File: src/rtl/kerb_pkg.sv
package kerb_pkg;

    localparam int SLOT_MAX = 6;

    localparam logic [7:0] USE_ENTER = 8'h58;
    localparam logic [7:0] USE_F12   = 8'h45;
    localparam logic [7:0] USE_LEFT  = 8'h50;
    localparam logic [7:0] USE_RIGHT = 8'h4F;
    localparam logic [7:0] USE_DOWN  = 8'h51;
    localparam logic [7:0] USE_UP    = 8'h52;
    localparam logic [7:0] USE_PGUP  = 8'h4B;
    localparam logic [7:0] USE_PGDN  = 8'h4E;

    localparam logic [1:0] CFG_DEBOUNCE_MAX = 2'd0;
    localparam logic [1:0] CFG_JOY_LOW      = 2'd1;
    localparam logic [1:0] CFG_JOY_HIGH     = 2'd2;
    localparam logic [1:0] CFG_DETENT_STEPS = 2'd3;

    typedef enum logic [1:0] {
        ST_IDLE,
        ST_SCAN,
        ST_TAIL,
        ST_OUT
    } t_state;

    // Order in which the non-matrix keys are offered to the list.
    typedef enum logic [2:0] {
        EX_ENTER,
        EX_F12,
        EX_LEFT,
        EX_RIGHT,
        EX_DOWN,
        EX_UP,
        EX_PAGE
    } t_extra;

    typedef struct packed {
        logic       valid;
        logic [7:0] code;
    } t_push;

    // Keymap of the 4x4 matrix; positions outside it are unmapped.
    function automatic logic [7:0] usage_code(input logic [2:0] row, input logic [2:0] col);
        logic [7:0] code;
        code = 8'h00;
        if (row < 3'd4 && col < 3'd4) begin
            unique case ({row[1:0], col[1:0]})
                4'd1:    code = 8'h68;
                4'd2:    code = 8'h69;
                4'd4:    code = 8'h6A;
                4'd5:    code = 8'h6B;
                4'd6:    code = 8'h6C;
                4'd7:    code = 8'h6D;
                4'd8:    code = 8'h6E;
                4'd9:    code = 8'h6F;
                4'd10:   code = 8'h70;
                4'd11:   code = 8'h71;
                4'd13:   code = 8'h72;
                4'd15:   code = 8'h73;
                default: code = 8'h00;
            endcase
        end
        return code;
    endfunction

    // Quadrature transition step, indexed by {previous A, previous B, A, B}.
    function automatic logic signed [1:0] quad_step(input logic [3:0] idx);
        logic signed [1:0] s;
        unique case (idx)
            4'd1, 4'd7, 4'd8, 4'd14: s = -2'sd1;
            4'd2, 4'd4, 4'd11, 4'd13: s = 2'sd1;
            default:                  s = 2'sd0;
        endcase
        return s;
    endfunction

endpackage

File: src/rtl/keypad_encoder_report_builder.sv
// Keypad, encoder and joystick report builder.
// One input transfer on the s-side stream is one scan tick; tdata carries, from bit 0 up,
// the raw key mask, encoder A, B and switch, touch, joystick X and Y, and host ready.
// When host ready is set the tick yields one transfer on the m-side stream holding the
// six HID usage slots and the slot count; otherwise it yields nothing.
// Key integrators and stable flags live in a single state memory, walked one key per
// cycle with read, update and write-back overlapped; the encoder accumulator is updated
// as the tick is taken. A tick walks the keys, then offers the seven extra keys one at a
// time and loads the output register. The input is taken again only once the report is
// loaded (or, with host ready clear, once the walk is over), so a tick is never taken
// while the last is still in work. A stalled receiver holds the report in the output
// register; the next tick is still accepted and is held at its final load until the
// register frees.
// Reset is synchronous and active low: it restores the register defaults, clears the
// valid bits that make every key read as idle, and empties the output register.
// Configuration writes are taken at any edge with the write enable high and must
// only be issued while the block is idle.
module keypad_encoder_report_builder
    import kerb_pkg::*;
#(
    parameter int ROWS         = 4,
    parameter int COLS         = 4,
    parameter int REPORT_SLOTS = 6
) (
    input  logic        i_clk,
    input  logic        i_rst_n,
    input  logic        i_cfg_we,
    input  logic [1:0]  i_cfg_index,
    input  logic [11:0] i_cfg_wdata,
    input  logic        s_axis_tvalid,
    output logic        s_axis_tready,
    // mask[15:0], enc_a, enc_b, enc_switch_n, touch_level, joy_x[11:0], joy_y[11:0],
    // host_ready, zero padding
    input  logic [47:0] s_axis_tdata,
    output logic        m_axis_tvalid,
    input  logic        m_axis_tready,
    // key_slot_0 .. key_slot_5 (8 bits each), key_count[2:0], zero padding
    output logic [55:0] m_axis_tdata
);

    logic [2:0]  r_debounce_max;
    logic [11:0] r_joy_low;
    logic [11:0] r_joy_high;
    logic [6:0]  r_detent_steps;

    t_state r_state, n_state;
    t_extra r_extra, n_extra;

    logic [15:0] r_mask;
    logic        r_sw_n;
    logic        r_touch;
    logic [11:0] r_joy_x;
    logic [11:0] r_joy_y;
    logic        r_ready;

    logic [7:0] r_list [SLOT_MAX];
    logic [2:0] r_cnt;

    logic       r_out_valid;
    logic [7:0] r_out_slot [SLOT_MAX];
    logic [2:0] r_out_cnt;

    logic              accept;
    logic              scan_done;
    t_push             scan_push;
    t_push             tail_push;
    t_push             push;
    logic              page_clear;
    logic              load_out;
    logic signed [7:0] det_acc;
    logic [6:0]        steps;
    logic signed [8:0] acc_w;
    logic signed [8:0] steps_w;

    assign accept        = s_axis_tvalid && s_axis_tready;
    assign s_axis_tready = (r_state == ST_IDLE);

    always_ff @(posedge i_clk) begin
        if (!i_rst_n) begin
            r_debounce_max <= 3'd5;
            r_joy_low      <= 12'd900;
            r_joy_high     <= 12'd3200;
            r_detent_steps <= 7'd4;
        end else if (i_cfg_we) begin
            unique case (i_cfg_index)
                CFG_DEBOUNCE_MAX: r_debounce_max <= i_cfg_wdata[2:0];
                CFG_JOY_LOW:      r_joy_low      <= i_cfg_wdata;
                CFG_JOY_HIGH:     r_joy_high     <= i_cfg_wdata;
                CFG_DETENT_STEPS: r_detent_steps <= i_cfg_wdata[6:0];
                default:          r_debounce_max <= r_debounce_max;
            endcase
        end
    end

    always_ff @(posedge i_clk) begin
        if (accept) begin
            r_mask  <= s_axis_tdata[15:0];
            r_sw_n  <= s_axis_tdata[18];
            r_touch <= s_axis_tdata[19];
            r_joy_x <= s_axis_tdata[31:20];
            r_joy_y <= s_axis_tdata[43:32];
            r_ready <= s_axis_tdata[44];
        end
    end

    kerb_key_scan #(
        .ROWS (ROWS),
        .COLS (COLS)
    ) u_key_scan (
        .i_clk          (i_clk),
        .i_rst_n        (i_rst_n),
        .i_start        (accept),
        .i_mask         (r_mask),
        .i_debounce_max (r_debounce_max),
        .o_push         (scan_push),
        .o_done         (scan_done)
    );

    kerb_detent u_detent (
        .i_clk   (i_clk),
        .i_rst_n (i_rst_n),
        .i_step  (accept),
        .i_enc_a (s_axis_tdata[16]),
        .i_enc_b (s_axis_tdata[17]),
        .i_clear (page_clear),
        .o_acc   (det_acc)
    );

    // Extra keys, one per tail cycle, after the matrix keys.
    always_comb begin
        steps      = (r_detent_steps == 7'd0) ? 7'd1 : r_detent_steps;
        acc_w      = 9'(det_acc);
        steps_w    = $signed({2'b00, steps});
        tail_push  = '0;
        page_clear = 1'b0;
        if (r_state == ST_TAIL) begin
            unique case (r_extra)
                EX_ENTER: tail_push = '{valid: !r_sw_n, code: USE_ENTER};
                EX_F12:   tail_push = '{valid: r_touch, code: USE_F12};
                EX_LEFT:  tail_push = '{valid: r_joy_x < r_joy_low, code: USE_LEFT};
                EX_RIGHT: tail_push = '{valid: r_joy_x > r_joy_high, code: USE_RIGHT};
                EX_DOWN:  tail_push = '{valid: r_joy_y < r_joy_low, code: USE_DOWN};
                EX_UP:    tail_push = '{valid: r_joy_y > r_joy_high, code: USE_UP};
                EX_PAGE: begin
                    if (acc_w >= steps_w) begin
                        tail_push  = '{valid: 1'b1, code: USE_PGUP};
                        page_clear = 1'b1;
                    end else if (acc_w <= -steps_w) begin
                        tail_push  = '{valid: 1'b1, code: USE_PGDN};
                        page_clear = 1'b1;
                    end
                end
                default: tail_push = '0;
            endcase
        end
        push = (r_state == ST_SCAN) ? scan_push : tail_push;
        if (r_state == ST_SCAN && !r_ready) begin
            push.valid = 1'b0;
        end
    end

    always_comb begin
        n_state  = r_state;
        n_extra  = r_extra;
        load_out = 1'b0;
        unique case (r_state)
            ST_IDLE: begin
                if (accept) begin
                    n_state = ST_SCAN;
                end
            end
            ST_SCAN: begin
                if (scan_done) begin
                    n_state = r_ready ? ST_TAIL : ST_IDLE;
                    n_extra = EX_ENTER;
                end
            end
            ST_TAIL: begin
                if (r_extra == EX_PAGE) begin
                    n_state = ST_OUT;
                end else begin
                    n_extra = t_extra'(3'(r_extra) + 3'd1);
                end
            end
            ST_OUT: begin
                if (!r_out_valid || m_axis_tready) begin
                    load_out = 1'b1;
                    n_state  = ST_IDLE;
                end
            end
            default: n_state = ST_IDLE;
        endcase
    end

    always_ff @(posedge i_clk) begin
        if (!i_rst_n) begin
            r_state <= ST_IDLE;
            r_extra <= EX_ENTER;
        end else begin
            r_state <= n_state;
            r_extra <= n_extra;
        end
    end

    always_ff @(posedge i_clk) begin
        if (!i_rst_n) begin
            r_cnt <= '0;
        end else if (accept) begin
            r_cnt <= '0;
        end else if (push.valid && r_cnt < 3'(REPORT_SLOTS)) begin
            r_cnt <= r_cnt + 3'd1;
        end
    end

    always_ff @(posedge i_clk) begin
        if (accept) begin
            for (int i = 0; i < SLOT_MAX; i++) begin
                r_list[i] <= 8'h00;
            end
        end else if (push.valid && r_cnt < 3'(REPORT_SLOTS)) begin
            r_list[r_cnt] <= push.code;
        end
    end

    always_ff @(posedge i_clk) begin
        if (!i_rst_n) begin
            r_out_valid <= 1'b0;
        end else if (load_out) begin
            r_out_valid <= 1'b1;
        end else if (m_axis_tready) begin
            r_out_valid <= 1'b0;
        end
    end

    always_ff @(posedge i_clk) begin
        if (load_out) begin
            r_out_slot <= r_list;
            r_out_cnt  <= r_cnt;
        end
    end

    assign m_axis_tvalid = r_out_valid;
    assign m_axis_tdata  = {5'b00000, r_out_cnt, r_out_slot[5], r_out_slot[4],
                            r_out_slot[3], r_out_slot[2], r_out_slot[1], r_out_slot[0]};

endmodule

File: src/rtl/kerb_ram.sv
module kerb_ram #(
    parameter int WIDTH = 4,
    parameter int DEPTH = 16,
    parameter int AW    = (DEPTH > 1) ? $clog2(DEPTH) : 1
) (
    input  logic             i_clk,
    input  logic             i_we,
    input  logic [AW-1:0]    i_waddr,
    input  logic [WIDTH-1:0] i_wdata,
    input  logic             i_re,
    input  logic [AW-1:0]    i_raddr,
    output logic [WIDTH-1:0] o_rdata
);

    logic [WIDTH-1:0] r_mem [DEPTH];
    logic [WIDTH-1:0] r_rdata;

    always_ff @(posedge i_clk) begin
        if (i_we) begin
            r_mem[i_waddr] <= i_wdata;
        end
        if (i_re) begin
            r_rdata <= r_mem[i_raddr];
        end
    end

    assign o_rdata = r_rdata;

endmodule

File: src/rtl/kerb_key_scan.sv
module kerb_key_scan
    import kerb_pkg::*;
#(
    parameter int ROWS = 4,
    parameter int COLS = 4
) (
    input  logic        i_clk,
    input  logic        i_rst_n,
    input  logic        i_start,
    input  logic [15:0] i_mask,
    input  logic [2:0]  i_debounce_max,
    output t_push       o_push,
    output logic        o_done
);

    localparam int NKEYS = ROWS * COLS;
    localparam int IW    = (NKEYS > 1) ? $clog2(NKEYS) : 1;
    localparam int RW    = (ROWS > 1) ? $clog2(ROWS) : 1;
    localparam int CW    = (COLS > 1) ? $clog2(COLS) : 1;

    // Issue stage: read address for the next key.
    logic          r_busy;
    logic [IW-1:0] r_iss_idx;
    logic [RW-1:0] r_iss_row;
    logic [CW-1:0] r_iss_col;
    logic          iss_last;

    // Update stage: read data has arrived for this key.
    logic          r_dv;
    logic          r_d_last;
    logic          r_d_vld;
    logic [IW-1:0] r_d_idx;
    logic [RW-1:0] r_d_row;
    logic [CW-1:0] r_d_col;

    logic [NKEYS-1:0] r_vld;
    logic [3:0]       rd_data;
    logic [3:0]       cur;
    logic [3:0]       upd;
    logic [2:0]       acc;
    logic             stable;
    logic             down;
    logic [6:0]       idx_w;
    logic [7:0]       code;

    assign iss_last = (r_iss_idx == IW'(NKEYS - 1));

    always_ff @(posedge i_clk) begin
        if (!i_rst_n) begin
            r_busy <= 1'b0;
            r_dv   <= 1'b0;
            r_vld  <= '0;
        end else begin
            r_dv <= r_busy;
            if (i_start) begin
                r_busy <= 1'b1;
            end else if (r_busy && iss_last) begin
                r_busy <= 1'b0;
            end
            if (r_dv) begin
                r_vld[r_d_idx] <= 1'b1;
            end
        end
    end

    always_ff @(posedge i_clk) begin
        if (i_start) begin
            r_iss_idx <= '0;
            r_iss_row <= '0;
            r_iss_col <= '0;
        end else if (r_busy) begin
            r_iss_idx <= r_iss_idx + IW'(1);
            if (r_iss_col == CW'(COLS - 1)) begin
                r_iss_col <= '0;
                r_iss_row <= r_iss_row + RW'(1);
            end else begin
                r_iss_col <= r_iss_col + CW'(1);
            end
        end
        r_d_idx  <= r_iss_idx;
        r_d_row  <= r_iss_row;
        r_d_col  <= r_iss_col;
        r_d_last <= iss_last;
        r_d_vld  <= r_vld[r_iss_idx];
    end

    kerb_ram #(
        .WIDTH (4),
        .DEPTH (NKEYS)
    ) u_state_ram (
        .i_clk   (i_clk),
        .i_we    (r_dv),
        .i_waddr (r_d_idx),
        .i_wdata (upd),
        .i_re    (r_busy),
        .i_raddr (r_iss_idx),
        .o_rdata (rd_data)
    );

    // A key never written since reset reads as idle.
    always_comb begin
        cur   = r_d_vld ? rd_data : 4'd0;
        idx_w = 7'(r_d_idx);
        down  = (idx_w < 7'd16) && i_mask[idx_w[3:0]];
        acc   = cur[2:0];
        if (down && acc < i_debounce_max) begin
            acc = acc + 3'd1;
        end else if (!down && acc != 3'd0) begin
            acc = acc - 3'd1;
        end
        stable = cur[3];
        if (acc == i_debounce_max) begin
            stable = 1'b1;
        end
        if (acc == 3'd0) begin
            stable = 1'b0;
        end
        upd  = {stable, acc};
        code = usage_code(3'(r_d_row), 3'(r_d_col));
    end

    assign o_push.valid = r_dv && stable && (code != 8'h00);
    assign o_push.code  = code;
    assign o_done       = r_dv && r_d_last;

endmodule

File: src/rtl/kerb_detent.sv
module kerb_detent
    import kerb_pkg::*;
(
    input  logic              i_clk,
    input  logic              i_rst_n,
    input  logic              i_step,
    input  logic              i_enc_a,
    input  logic              i_enc_b,
    input  logic              i_clear,
    output logic signed [7:0] o_acc
);

    logic [1:0]        r_prev;
    logic signed [7:0] r_acc;
    logic signed [8:0] sum;
    logic signed [7:0] n_acc;

    always_comb begin
        sum = 9'(r_acc) + 9'(quad_step({r_prev, i_enc_a, i_enc_b}));
        if (sum > 9'sd127) begin
            n_acc = 8'sd127;
        end else if (sum < -9'sd127) begin
            n_acc = -8'sd127;
        end else begin
            n_acc = sum[7:0];
        end
    end

    always_ff @(posedge i_clk) begin
        if (!i_rst_n) begin
            r_prev <= 2'b11;
            r_acc  <= '0;
        end else if (i_step) begin
            r_prev <= {i_enc_a, i_enc_b};
            r_acc  <= n_acc;
        end else if (i_clear) begin
            r_acc <= '0;
        end
    end

    assign o_acc = r_acc;

endmodule

File: config.mk
export PLATFORM = sky130hd
export DESIGN_NAME = keypad_encoder_report_builder
export DESIGN_NICKNAME = d
export VERILOG_FILES = /design/src/rtl/kerb_pkg.sv /design/src/rtl/keypad_encoder_report_builder.sv /design/src/rtl/kerb_ram.sv /design/src/rtl/kerb_key_scan.sv /design/src/rtl/kerb_detent.sv
export SDC_FILE = /design/constraint.sdc
export NUM_CORES = 1
export LEC_CHECK = 0
export BUFFER_PORTS_ARGS = -buffer_cell sky130_fd_sc_hd__buf_4
export CELL_PAD_IN_SITES_DETAIL_PLACEMENT = 1
export CELL_PAD_IN_SITES_GLOBAL_PLACEMENT = 1
export CORE_MARGIN = 3
export CORE_UTILIZATION = 44
export CTS_CLUSTER_DIAMETER = 50
export DETAILED_ROUTE_END_ITERATION = 10
export PLACE_DENSITY_LB_ADDON = 0.15
export SYNTH_ARGS = -nofsm -noshare
export SYNTH_HDL_FRONTEND = slang
export SYNTH_SLANG_ARGS = --single-unit
File: constraint.sdc
create_clock -name i_clk -period 3.4 [get_ports i_clk]
set_input_delay 0.34 -clock i_clk [delete_from_list [all_inputs] [get_ports i_clk]]
set_output_delay 0.34 -clock i_clk [all_outputs]
set_load 0.01 [all_outputs]
==> results of run 1 <==
## per-layer routing
metal,wire (um),GRT usage [%],vias up,share of wire [%]
met2,16100,34.8,164,51
met1,13900,26.5,4382,44
met4,551,4.29,0,1.7
met5,0,0,-,0
li1,-,-,4286,-
met3,1210,2.34,35,3.8
## where the power goes
group	switching (mW)	internal (mW)	leakage, nW
logic	0.738	0.678	3.62
registers	0.135	3.88	2.45
clock network	1.38	2.03	0.501
total	2.25	6.59	6.58
## path summary, 6_finish.rpt
kind | slack [ns] | to | startpoint | depth (start not counted)
worst min-delay path | 0.03 | u_detent.r_prev[0]$_SDFFE_PN1P_ | i_rst_n | 2
worst max-delay path | 0.01 | r_cnt[0]$_SDFFE_PP0P_ | r_detent_steps[4]$_SDFFE_PN0P_ | 18
worst min register to register | 0.43 | m_axis_tdata[27]$_DFFE_PP_ | r_list[19]$_SDFFE_PP0P_ | 0
worst max register to register | 0.01 | r_cnt[0]$_SDFFE_PP0P_ | r_detent_steps[4]$_SDFFE_PN0P_ | 18
## what timing repair did
item | 4_1_cts | 5_1_grt
hold endpoints to repair | 43 | 0
gates cloned | 1 | 1
hold buffers | 43 | 0
endpoints found under the setup margin | 47 | 53
buffers inserted | 10 | 12
gates resized for setup | 27 | 47
pin swaps | 8 | 16
## area by class of cell
class	instances	area, um2
clock buffers	41	833
well taps	384	480
inverters	69	262
flip-flops and latches	289	7350
multi-input cells	655	5610
clock inverters	17	203
repair buffers	227	1930
fillers	2938	12300
## kinds of logic after synthesis
| kind of cell | count (synthesis) | share of synthesized area (%) |
|---|---|---|
| AO/OA/AOI/OAI | 187 | 10.7 |
| XOR/XNOR | 21 | 1.46 |
| adder cells (fa/ha/maj) | 89 | 8.56 |
| buffers and inverters | 117 | 3.91 |
| flip-flops | 289 | 56.1 |
| multiplexers | 92 | 10.0 |
| other | 1 | 0.0286 |
| AND/OR/NAND/NOR | 253 | 9.21 |
## registers in the layout, summed over array words and instances, names as in the netlist, 3 cells and up, named ones only
signal	cells
m_axis_tdata	42
r_cnt	3
r_debounce_max	3
r_detent_steps	7
r_extra	3
r_joy_high	12
r_joy_low	12
r_joy_x	12
r_joy_y	12
r_list	42
r_mask	16
r_out_cnt	3
u_detent.o_acc	8
u_key_scan.code	6
u_key_scan.r_d_idx	4
u_key_scan.r_iss_idx	4
u_key_scan.r_vld	16
u_key_scan.u_state_ram.o_rdata	4
u_key_scan.u_state_ram.r_mem	64
## Yosys cell counts, types with 3 or more instances
cell type	number
xor2_1	6
o311ai_4	4
mux2i_1	57
nor3b_1	7
o21a_1	20
a21boi_0	19
a22oi_1	3
nor2_1	45
or2_2	3
o31ai_1	3
nand3_1	10
mux2i_2	3
nand4_1	10
buf_2	3
inv_1	69
and3_1	3
a211oi_1	7
clkbuf_1	26
a21o_1	14
a221o_1	4
a21oi_1	33
edfxtp_1	156
nor3_1	10
mux4_2	30
buf_4	12
buf_1	5
o211ai_1	14
o21bai_1	4
a22o_1	3
nand3b_1	5
o22ai_1	3
nand2b_1	5
a31oi_1	8
ha_1	88
nor2b_1	26
o21ai_0	23
o2111ai_1	4
dfxtp_1	133
nand2_1	116
xnor2_1	14
## through the flow
step / hold WS [ns] / util, %
after floorplan: 0.329 / -
after global placement: 0.412 / 50.8
after detailed placement: 0.415 / 50.8
after CTS: 0.00374 / 56.6
after global routing: 0.0214 / 57.5
final: 0.0293 / 57.5
## critical path, stage by stage, from the launching register on
cell and delay, ns:
dfxtp_2 0.33, inv_2 0.05, nand3_4 0.09, nor2_4 0.04, a31o_4 0.24, buf_4 0.14, ha_1 0.28, nand2b_1 0.17
a21oi_2 0.19, nor2b_1 0.07, o2111ai_1 0.21, a211oi_2 0.13, a31oi_1 0.25, a31oi_2 0.16, buf_4 0.19, clkbuf_16 0.15
buf_8 0.12, nor4_1 0.36, nor3_2 0.08
==> summary.txt, run 1 <==
Floorplanning
  • Std cell rows: 62
  • Core area: 0.0290 mm2
  • Die width: 179 um
  • Die Area: 0.0319 mm2
  • Starting density of the core: 45.1%
  • # IOs: 125
  • Vert. Die Dim: 179 um

Synthesis
  • Async set or reset register ratio after synthesis: 0%
  • Post-synthesis cell type count: 74
  • Number of flops mapped to enable cells by yosys: 156
  • Synth area leaders: edfxtp_1, dfxtp_1, ha_1
  • Top_reg_cell synth: edfxtp_1
  • Seq cells post-synth: 289
  • Area leader, netlist: edfxtp_1
  • Area of the mapped netlist: 0.0131 mm2
  • Share of Yosys cell area claimed by the top area cell type: 35.8%
  • Syn_area_per_cell: 12.5 um2
  • Mapped Cells: 1,049
  • Sequential share of the synthesized area: 56.1%
  • Syn. warnings: 0

Final layout
  • Layout cell share with drive strength beyond 1: 26.4%
  • Fin area: 0.0167 mm2
  • Most common library cell in the layout ignoring fill and taps: buf_4
  • Final net count: 1,429
  • Most frequent cells in the layout: buf_4, edfxtp_1, dfxtp_1
  • # diodes: 0
  • Fin cells: 1,682
  • Area grow syn2layout: 27.3%

Routing
  • Vias: 8,867
  • Antenna viol nets, final: 0
  • WL final: 31,800 um
  • DRC violations left: 0
  • Initial DRC Count: 447
  • Drt pass-1 iters: 4
  • Vias per cell: 5.27
  • DR WL/cell: 18.9 um

Clock network
  • Inserted Clock Buffers: 31
  • Clock-pin slew on the worst setup and hold paths: 0.06 ns
  • H-tree levels: 1
  • Clk sinks: 289
  • CTS tree: yes
  • Clock root buffer: clkbuf_16
  • CTS Buffer Depth: 3
  • Skew-Pair Late Insertion Delay: 0.56 ns

Power
  • Leakage power total: 6.58 nW
  • Pwr per Cell Area: 530 mW/mm2
  • Final Total Pwr: 8.84 mW
  • Maximum vdd drop: 0.423 mV

Global route
  • Vias in the first global route: 9,239
  • Initial antenna violation count: 0
  • Total track usage: 19.9%
  • Total grt overflow: 0
  • Largest net degree at the start of global routing: 60
  • First-pass GRT wire length: 50,000 um

STA
  • Period utilization: 99.7%
  • Worst-case clock skew: 0.0181 ns
  • Max Freq: 0.295 GHz
  • Final worst setup slack: 0.00968 ns
  • Setup tns final: 0 ns
  • Minimum clock period: 3.39 ns
  • Final hold violations: 0
  • Final setup fails: 0
  • Fin. max-slew vios: 0
  • Rel. slew slack: 37.3%
  • Slew of the pin with the lowest slew margin: 0.941 ns
  • Unrepaired setup endpoints after global routing: true

Place
  • Setup WS pre-CTS: -0.208 ns
  • PortBufs: 110
  • Post-DP HPWL: 21,200 um
  • Placed cell count: 1,563
  • RePlAce Congestion: 0.758
  • Post-placement cell area: 0.0147 mm2

Status
  • Status: finished, final reports clean

Worst setup path
  • Critical Path AT: 3.83 ns
  • Critical Path RT: 3.84 ns
  • CP Capture Type: flop
  • CP max FO: 4
  • Crit Path Class: reg2reg
  • Crit start category: flop

Flow run
  • Max_cap viols: 0

Worst hold path
  • Hold crit path type: in2reg
Power figures use the tool's default switching activity.
==> run 2: changes to the inputs <==
PLACE_DENSITY = 0.86   (was unset)
PLACE_DENSITY_LB_ADDON = unset   (was 0.15)
==> run 2 against run 1 <==
Compared with the run above: the flow now finishes with violations (negative setup slack); first-iteration DRC count up 59%; global-route usage up 3.6 points; via count up 5.8%; power up 3.1%; sequential share of layout area down 0.062 points.
==> summary.txt, run 2 (synthesis gave the netlist of run 1 again) <==
Clock network
  • H-tree levels: 2 (was 1)
  • Clk sinks: 289 (unchanged)
  • Skew-Pair Late Insertion Delay: 0.52 ns (was 0.56 ns)
  • Clock-pin slew on the worst setup and hold paths: 0.06 ns (about the same)
  • Inserted Clock Buffers: 34 (was 31)
  • CTS Buffer Depth: 3 (unchanged)
  • CTS tree: yes (unchanged)
  • Clock root buffer: clkbuf_16 (unchanged)

STA
  • Worst-case clock skew: 0.0204 ns (was 0.0181 ns)
  • Final worst setup slack: -0.0616 ns (was 0.00968 ns)
  • Rel. slew slack: 19.0% (was 37.3%)
  • Setup tns final: -0.457 ns (was 0 ns)
  • Period utilization: 102% (was 99.7%)
  • Slew of the pin with the lowest slew margin: 1.21 ns (was 0.941 ns)
  • Unrepaired setup endpoints after global routing: true (unchanged)
  • Max Freq: 0.289 GHz (was 0.295 GHz)
  • Minimum clock period: 3.46 ns (was 3.39 ns)
  • Final setup fails: 22 (was 0)
  • Fin. max-slew vios: 0 (unchanged)
  • Final hold violations: 0 (unchanged)

Routing
  • WL final: 38,100 um (was 31,800 um)
  • Drt pass-1 iters: 7 (was 4)
  • Vias per cell: 5.60 (was 5.27)
  • Initial DRC Count: 710 (was 447)
  • DRC violations left: 0 (unchanged)
  • DR WL/cell: 22.7 um (was 18.9 um)
  • Vias: 9,378 (was 8,867)
  • Antenna viol nets, final: 0 (unchanged)

Global route
  • Total track usage: 23.4% (was 19.9%)
  • Initial antenna violation count: 0 (unchanged)
  • Vias in the first global route: 10,300 (was 9,239)
  • First-pass GRT wire length: 57,500 um (was 50,000 um)
  • Largest net degree at the start of global routing: 61 (was 60)
  • Total grt overflow: 0 (unchanged)

Final layout
  • Final net count: 1,422 (was 1,429)
  • Top reg by flops: u_key_scan.u_state_ram.r_mem (unchanged)
  • Most common library cell in the layout ignoring fill and taps: buf_4 (unchanged)
  • Fin cells: 1,676 (was 1,682)
  • Layout cell share with drive strength beyond 1: 26.5% (was 26.4%)
  • Largest register FFs: 64 (unchanged)
  • Most frequent cells in the layout: buf_4, edfxtp_1, dfxtp_1 (unchanged)
  • Area grow syn2layout: 27.5% (was 27.3%)
  • # diodes: 0 (unchanged)
  • Post-layout utilization of the core: 57.6% (was 57.5%)

Place
  • Placed cell count: 1,554 (was 1,563)
  • Setup WS pre-CTS: -0.261 ns (was -0.208 ns)
  • RePlAce Congestion: 0.817 (was 0.758)
  • PortBufs: 110 (unchanged)
  • Post-DP HPWL: 23,800 um (was 21,200 um)

Floorplanning
  • # IOs: 125 (unchanged)
  • Die Area: 0.0319 mm2 (unchanged)
  • Starting density of the core: 45.1% (unchanged)
  • Die width: 179 um (unchanged)
  • Vert. Die Dim: 179 um (unchanged)
  • Core area: 0.0290 mm2 (unchanged)
  • Std cell rows: 62 (unchanged)

Power
  • Pwr per Cell Area: 546 mW/mm2 (was 530 mW/mm2)
  • Final Total Pwr: 9.12 mW (was 8.84 mW)
  • Leakage power total: 6.60 nW (was 6.58 nW)
  • Maximum vdd drop: 0.571 mV (was 0.423 mV)

Status
  • Status: finished with violations (was finished, final reports clean)
  • Failing checks: negative setup slack

Worst setup path
  • Crit Path Class: reg2reg (unchanged)
  • CP max FO: 7 (was 4)
  • Crit start category: flop (unchanged)
  • Critical Path RT: 3.77 ns (was 3.84 ns)
  • CP Capture Type: flop (unchanged)
  • Critical Path AT: 3.83 ns (about the same)

Worst hold path
  • Hold crit path type: in2reg (unchanged)

Flow run
  • Max_cap viols: 0 (unchanged)
[run 2: cell count changes in the layout (fill, tap and decap cells not counted), sizes merged]
cell,change
buf,-9
clkbuf,+5
bufinv,-4
clkinvlp,+3
clkinv,-1
dlygate4sd3,-1
inv,+1
[run 2: final cells by class]
class                      instances  area [um2]
clock buffer                      46         988
clock inverter                    16         134
fill                            2914       12300
inverter                          69         262
multi-input combinational        655        5630
sequential                       289        7360
tap                              384         480
timing repair buffer             217        1850
[run 2: through the flow]
step	hold slack (ns)	area (um2)
after floorplan	0.329	13200
after global placement	0.413	14700
after detailed placement	0.416	14700
after CTS	0.0102	16500
after global routing	0.00942	16700
final	0.0317	16700
[run 2: routing by layer]
metal / vias to the layer above / global-route usage (%) / part of all wire (%)
met2: 286 / 42.6 / 53
met1: 4730 / 27.4 / 39
met4: 0 / 9.12 / 3.5
met3: 98 / 4.13 / 4.9
li1: 4264 / - / -
met5: - / 0 / 0
[run 2: critical path: stages (launching register included)]
cell,delay (ns)
edfxtp_1,0.38
nand2_1,0.18
inv_1,0.08
ha_1,0.27
o21ai_0,0.09
a31oi_2,0.23
buf_4,0.17
nor2_2,0.06
mux2_4,0.28
xnor2_2,0.24
inv_1,0.12
xnor2_1,0.32
and4_4,0.41
o311ai_4,0.14
buf_12,0.18
mux2i_2,0.15
[run 2: path summary, 6_finish.rpt]
check	cells past startpoint	slack [ns]	startpoint	end
setup / recovery	15	-0.06	u_key_scan.u_state_ram.o_rdata[2]$_DFFE_PP_	r_list[42]$_SDFFE_PP0P_
hold / removal	1	0.03	s_axis_tdata[44]	r_ready$_DFFE_PP_
hold reg to reg	0	0.44	r_list[26]$_SDFFE_PP0P_	m_axis_tdata[18]$_DFFE_PP_
setup reg to reg	15	-0.06	u_key_scan.u_state_ram.o_rdata[2]$_DFFE_PP_	r_list[42]$_SDFFE_PP0P_
[run 2: repair_timing]
| item | in CTS | in global routing |
|---|---|---|
| pin swaps | 17 | 24 |
| endpoints found under the hold margin | 42 | 0 |
| gates resized for setup | 34 | 43 |
| buffers inserted | 6 | 13 |
| hold buffers | 42 | 0 |
| cloned | 2 | 0 |
| setup endpoints to repair | 51 | 55 |
[run 2: power breakdown]
part | internal (mW) | switching [mW]
logic | 0.682 | 0.820
clock network | 2.08 | 1.51
registers | 3.88 | 0.145
total | 6.64 | 2.47
==> run 3: changes to the inputs <==
--- a/config.mk
+++ b/config.mk
@@ -6,12 +6,14 @@
 export NUM_CORES = 1
 export LEC_CHECK = 0
+export ABC_AREA = 1
+export ABC_CLOCK_PERIOD_IN_PS = 3400
 export BUFFER_PORTS_ARGS = -buffer_cell sky130_fd_sc_hd__buf_4
 export CELL_PAD_IN_SITES_DETAIL_PLACEMENT = 1
 export CELL_PAD_IN_SITES_GLOBAL_PLACEMENT = 1
 export CORE_MARGIN = 3
-export CORE_UTILIZATION = 44
+export CORE_UTILIZATION = 42
 export CTS_CLUSTER_DIAMETER = 50
 export DETAILED_ROUTE_END_ITERATION = 10
-export PLACE_DENSITY = 0.86
+export PLACE_DENSITY = 0.87
 export SYNTH_ARGS = -nofsm -noshare
 export SYNTH_HDL_FRONTEND = slang
==> constraint.sdc (replaced) <==
create_clock -name i_clk -period 3.4 [get_ports i_clk]
set_input_delay 0.17 -clock i_clk [delete_from_list [all_inputs] [get_ports i_clk]]
set_output_delay 0.17 -clock i_clk [all_outputs]
set_load 0.01 [all_outputs]
==> run 3 against run 2 <==
Compared with the run above: the flow still finishes with violations (negative setup slack); final cell count increased by 24%; critical path type unchanged; critical path depth increased by 7; global-route usage increased by 1.2 points; die area increased by 7.7%; clock-buffer cell count decreased by 3; clock skew increased by 0.0065 ns; setup slack improved by 0.0021 ns; critical endpoint is now r_list[35]$_SDFFE_PP0P_; synthesized cell count increased by 39%; flip-flop and latch count unchanged.
==> summary.txt, run 3 <==
Clock network
  • CTS tree: yes (unchanged)
  • Clock-pin slew on the worst setup and hold paths: 0.06 ns (about the same)
  • Inserted Clock Buffers: 36 (was 34)
  • CTS Buffer Depth: 3 (unchanged)
  • Clock root buffer: clkbuf_16 (unchanged)
  • Clk sinks: 289 (unchanged)
  • Skew-Pair Late Insertion Delay: 0.53 ns (was 0.52 ns)
  • H-tree levels: 2 (unchanged)

Global route
  • Total track usage: 24.6% (was 23.4%)
  • Total grt overflow: 0 (unchanged)
  • First-pass GRT wire length: 66,700 um (was 57,500 um)
  • Initial antenna violation count: 0 (unchanged)
  • Vias in the first global route: 12,400 (was 10,300)
  • Largest net degree at the start of global routing: 50 (was 61)

Power
  • Leakage power total: 7.22 nW (was 6.60 nW)
  • Pwr per Cell Area: 721 mW/mm2 (was 546 mW/mm2)
  • Maximum vdd drop: 0.464 mV (was 0.571 mV)
  • Final Total Pwr: 12.3 mW (was 9.12 mW)

STA
  • Worst-case clock skew: 0.0269 ns (was 0.0204 ns)
  • Fin. max-slew vios: 0 (unchanged)
  • Final worst setup slack: -0.0594 ns (was -0.0616 ns)
  • Slew of the pin with the lowest slew margin: 1.09 ns (was 1.21 ns)
  • Period utilization: 102% (about the same)
  • Unrepaired setup endpoints after global routing: true (unchanged)
  • Hold Worst Slack: 0.0260 ns (was 0.0317 ns)
  • Minimum clock period: 3.46 ns (about the same)
  • Final hold violations: 0 (unchanged)
  • Final setup fails: 21 (was 22)
  • Max Freq: 0.289 GHz (about the same)
  • Rel. slew slack: 27.0% (was 19.0%)

Synthesis
  • Sequential share of the synthesized area: 54.5% (was 56.1%)
  • Most frequent cell after synthesis: nand2_1 (was edfxtp_1)
  • Top_reg_cell synth: edfxtp_1 (unchanged)
  • Seq cells post-synth: 289 (unchanged)
  • Mapped Cells: 1,456 (was 1,049)
  • Share of Yosys cell area claimed by the top area cell type: 34.7% (was 35.8%)
  • Post-synthesis cell type count: 53 (was 74)
  • Async set or reset register ratio after synthesis: 0% (unchanged)
  • Area of the mapped netlist: 0.0135 mm2 (was 0.0131 mm2)
  • Number of flops mapped to enable cells by yosys: 156 (unchanged)
  • Area leader, netlist: edfxtp_1 (unchanged)
  • Syn. warnings: 0 (unchanged)
  • Synth area leaders: edfxtp_1, dfxtp_1, ha_1 (unchanged)
  • Syn_area_per_cell: 9.27 um2 (was 12.5 um2)
  • Top cells by count, synth: nand2_1, inv_1, nor2_1 (was edfxtp_1, dfxtp_1, nand2_1)

Routing
  • Drt pass-1 iters: 5 (was 7)
  • Antenna viol nets, final: 0 (unchanged)
  • DR WL/cell: 20.8 um (was 22.7 um)
  • Highest metal used: met4 (unchanged)
  • M1 WL: 17,000 um (was 14,700 um)
  • Vias: 11,500 (was 9,378)
  • DRC violations left: 0 (unchanged)
  • Initial DRC Count: 731 (was 710)
  • Vias per cell: 5.50 (was 5.60)
  • WL final: 43,400 um (was 38,100 um)
  • Met3 routed WL: 2070 um (was 1870 um)
  • DR WL met2: 22,600 um (was 20,200 um)

Floorplanning
  • Core area: 0.0311 mm2 (was 0.0290 mm2)
  • Die Area: 0.0343 mm2 (was 0.0319 mm2)
  • Std cell rows: 64 (was 62)
  • Starting density of the core: 43.3% (was 45.1%)
  • Vert. Die Dim: 185 um (was 179 um)
  • Die width: 185 um (was 179 um)
  • # IOs: 125 (unchanged)

Worst setup path
  • Crit-path cells: nor2_4, inv_2, o31ai_4, inv_2, ha_4, xor2_2, ha_1, nand2_1, o21a_1, o21ai_1, nand2_1, nand2_1, nand2_1, nand2_2, a21oi_2, nand2_2, buf_4, nand4_1, a21oi_2, nand4_1, nand2_1, nor2_2 (was nand2_1, inv_1, ha_1, o21ai_0, a31oi_2, buf_4, nor2_2, mux2_4, xnor2_2, inv_1, xnor2_1, and4_4, o311ai_4, buf_12, mux2i_2)
  • CP Capture Type: flop (unchanged)
  • Critical Path RT: 3.83 ns (was 3.77 ns)
  • CP max FO: 6 (was 7)
  • Critical path's largest stage delay: 0.46 ns (was 0.41 ns)
  • Slowest cell on the critical path: a21oi_2 (was and4_4)
  • Crit start category: flop (unchanged)
  • Critical Path AT: 3.88 ns (was 3.83 ns)
  • Crit Path Class: reg2reg (unchanged)
  • Cell mode on critical path: nand2_1 (was inv_1)

Final layout
  • Multi-input logic area: 0.00537 mm2 (was 0.00563 mm2)
  • Area grow syn2layout: 26.0% (was 27.5%)
  • Most frequent cells in the layout: nand2_1, nor2_1, inv_1 (was buf_4, edfxtp_1, dfxtp_1)
  • Final net count: 1,818 (was 1,422)
  • Fill cells: 3,454 (was 2,914)
  • Layout cell share with drive strength beyond 1: 19.5% (was 26.5%)
  • Largest register FFs: 64 (unchanged)
  • Top reg by flops: u_key_scan.u_state_ram.r_mem (unchanged)
  • Register area: 0.00735 mm2 (was 0.00736 mm2)
  • Post-layout utilization of the core: 54.6% (was 57.6%)
  • Most common library cell in the layout ignoring fill and taps: nand2_1 (was buf_4)

Place
  • PortBufs: 110 (unchanged)
  • Post-DP HPWL: 25,600 um (was 23,800 um)
  • RePlAce Congestion: 0.856 (was 0.817)

Flow run
  • Max_cap viols: 0 (unchanged)

Status
  • Status: finished with violations (unchanged)
  • Failing checks: negative setup slack (unchanged)

Worst hold path
  • Hold crit path type: in2reg (unchanged)
-- run 3: cell types whose count changed in the layout (fill, tap and decap cells not counted), moves of 25 or more --
cell / change
o21ai_0: +70
nor2b_1: -25
mux4_2: -30
nand2_2: +37
inv_2: +26
inv_1: +104
nand2_1: +101
nor2_1: +131
mux2i_1: -55
nand3_1: +30
nand4_1: +37
a21oi_1: +53
-- run 3: worst paths after layout --
path / from / to / slack, ns / depth (start not counted)
min: m_axis_tready / m_axis_tvalid$_SDFFE_PN0P_ / 0.03 / 4
max: r_detent_steps[3]$_SDFFE_PN0P_ / r_list[35]$_SDFFE_PP0P_ / -0.06 / 22
min reg2reg: u_key_scan.r_iss_idx[3]$_SDFFE_PP0P_ / u_key_scan.r_d_idx[3]$_DFF_P_ / 0.41 / 0
max reg2reg: r_detent_steps[3]$_SDFFE_PN0P_ / r_list[35]$_SDFFE_PP0P_ / -0.06 / 22
-- run 3: layout make-up --
type	instances	area share, %
antenna	1	0.0147
clock buffer	43	5.76
clock inverter	22	1.63
inverter	201	4.45
multi-input combinational	925	31.6
sequential	289	43.2
tap	396	2.92
timing repair buffer	209	10.4
-- run 3: per-layer routing --
| layer | GRT usage [%] | up-vias |
|---|---|---|
| met4 | 10.1 | 0 |
| met3 | 3.91 | 122 |
| met2 | 45.8 | 403 |
| met5 | 0 | - |
| li1 | - | 5295 |
| met1 | 28.1 | 5659 |
-- run 3: worst max-delay path: cells and delay by family (launching register included) --
family | cells | cell delay (ns)
flip-flops | 1 | 0.34
AND/OR/NAND/NOR | 11 | 1.04
AO/OA/AOI/OAI | 5 | 1.08
buffers and inverters | 3 | 0.26
adder cells (fa/ha/maj) | 2 | 0.49
XOR/XNOR | 1 | 0.14
-- run 3: stage by stage --
stage	instances	TNS (ns)	worst slack (ns)	area (um2)
global placement	1951	-0.834	-0.103	14800
floorplan	1467	0	0.245	13500
CTS	2077	-0.0149	-0.0143	16800
detailed placement	1951	-6.31	-0.246	14800
global route	2085	-9.18	-0.253	17000
finish	2086	-0.396	-0.0594	17000
-- run 3: cells by family after synthesis --
logic type / share of synthesized area (%)
AOI/OAI and AO/OA: 10.5
xor gates and xnor gates: 0.974
adders and majority gates: 8.31
buffers and inverters: 7.69
DFF: 54.5
other: 0.0278
and+or+nand+nor: 18.0
-- run 3: power by group --
part	leakage (nW)	switching, mW	internal [mW]	total (mW)
Combinational	4.08	2.48	1.11	3.60
Sequential	2.53	0.263	4.31	4.57
Clock	0.608	1.61	2.47	4.08
-- run 3: timing repair --
| action | in CTS | in global routing |
|---|---|---|
| endpoints found under the setup margin | 51 | 52 |
| setup buffers | 5 | 8 |
| hold endpoints to repair | 65 | 0 |
| pin swaps | 3 | 44 |
| hold buffers | 55 | 0 |
| gates cloned | 1 | 0 |
| resized for setup | 17 | 81 |
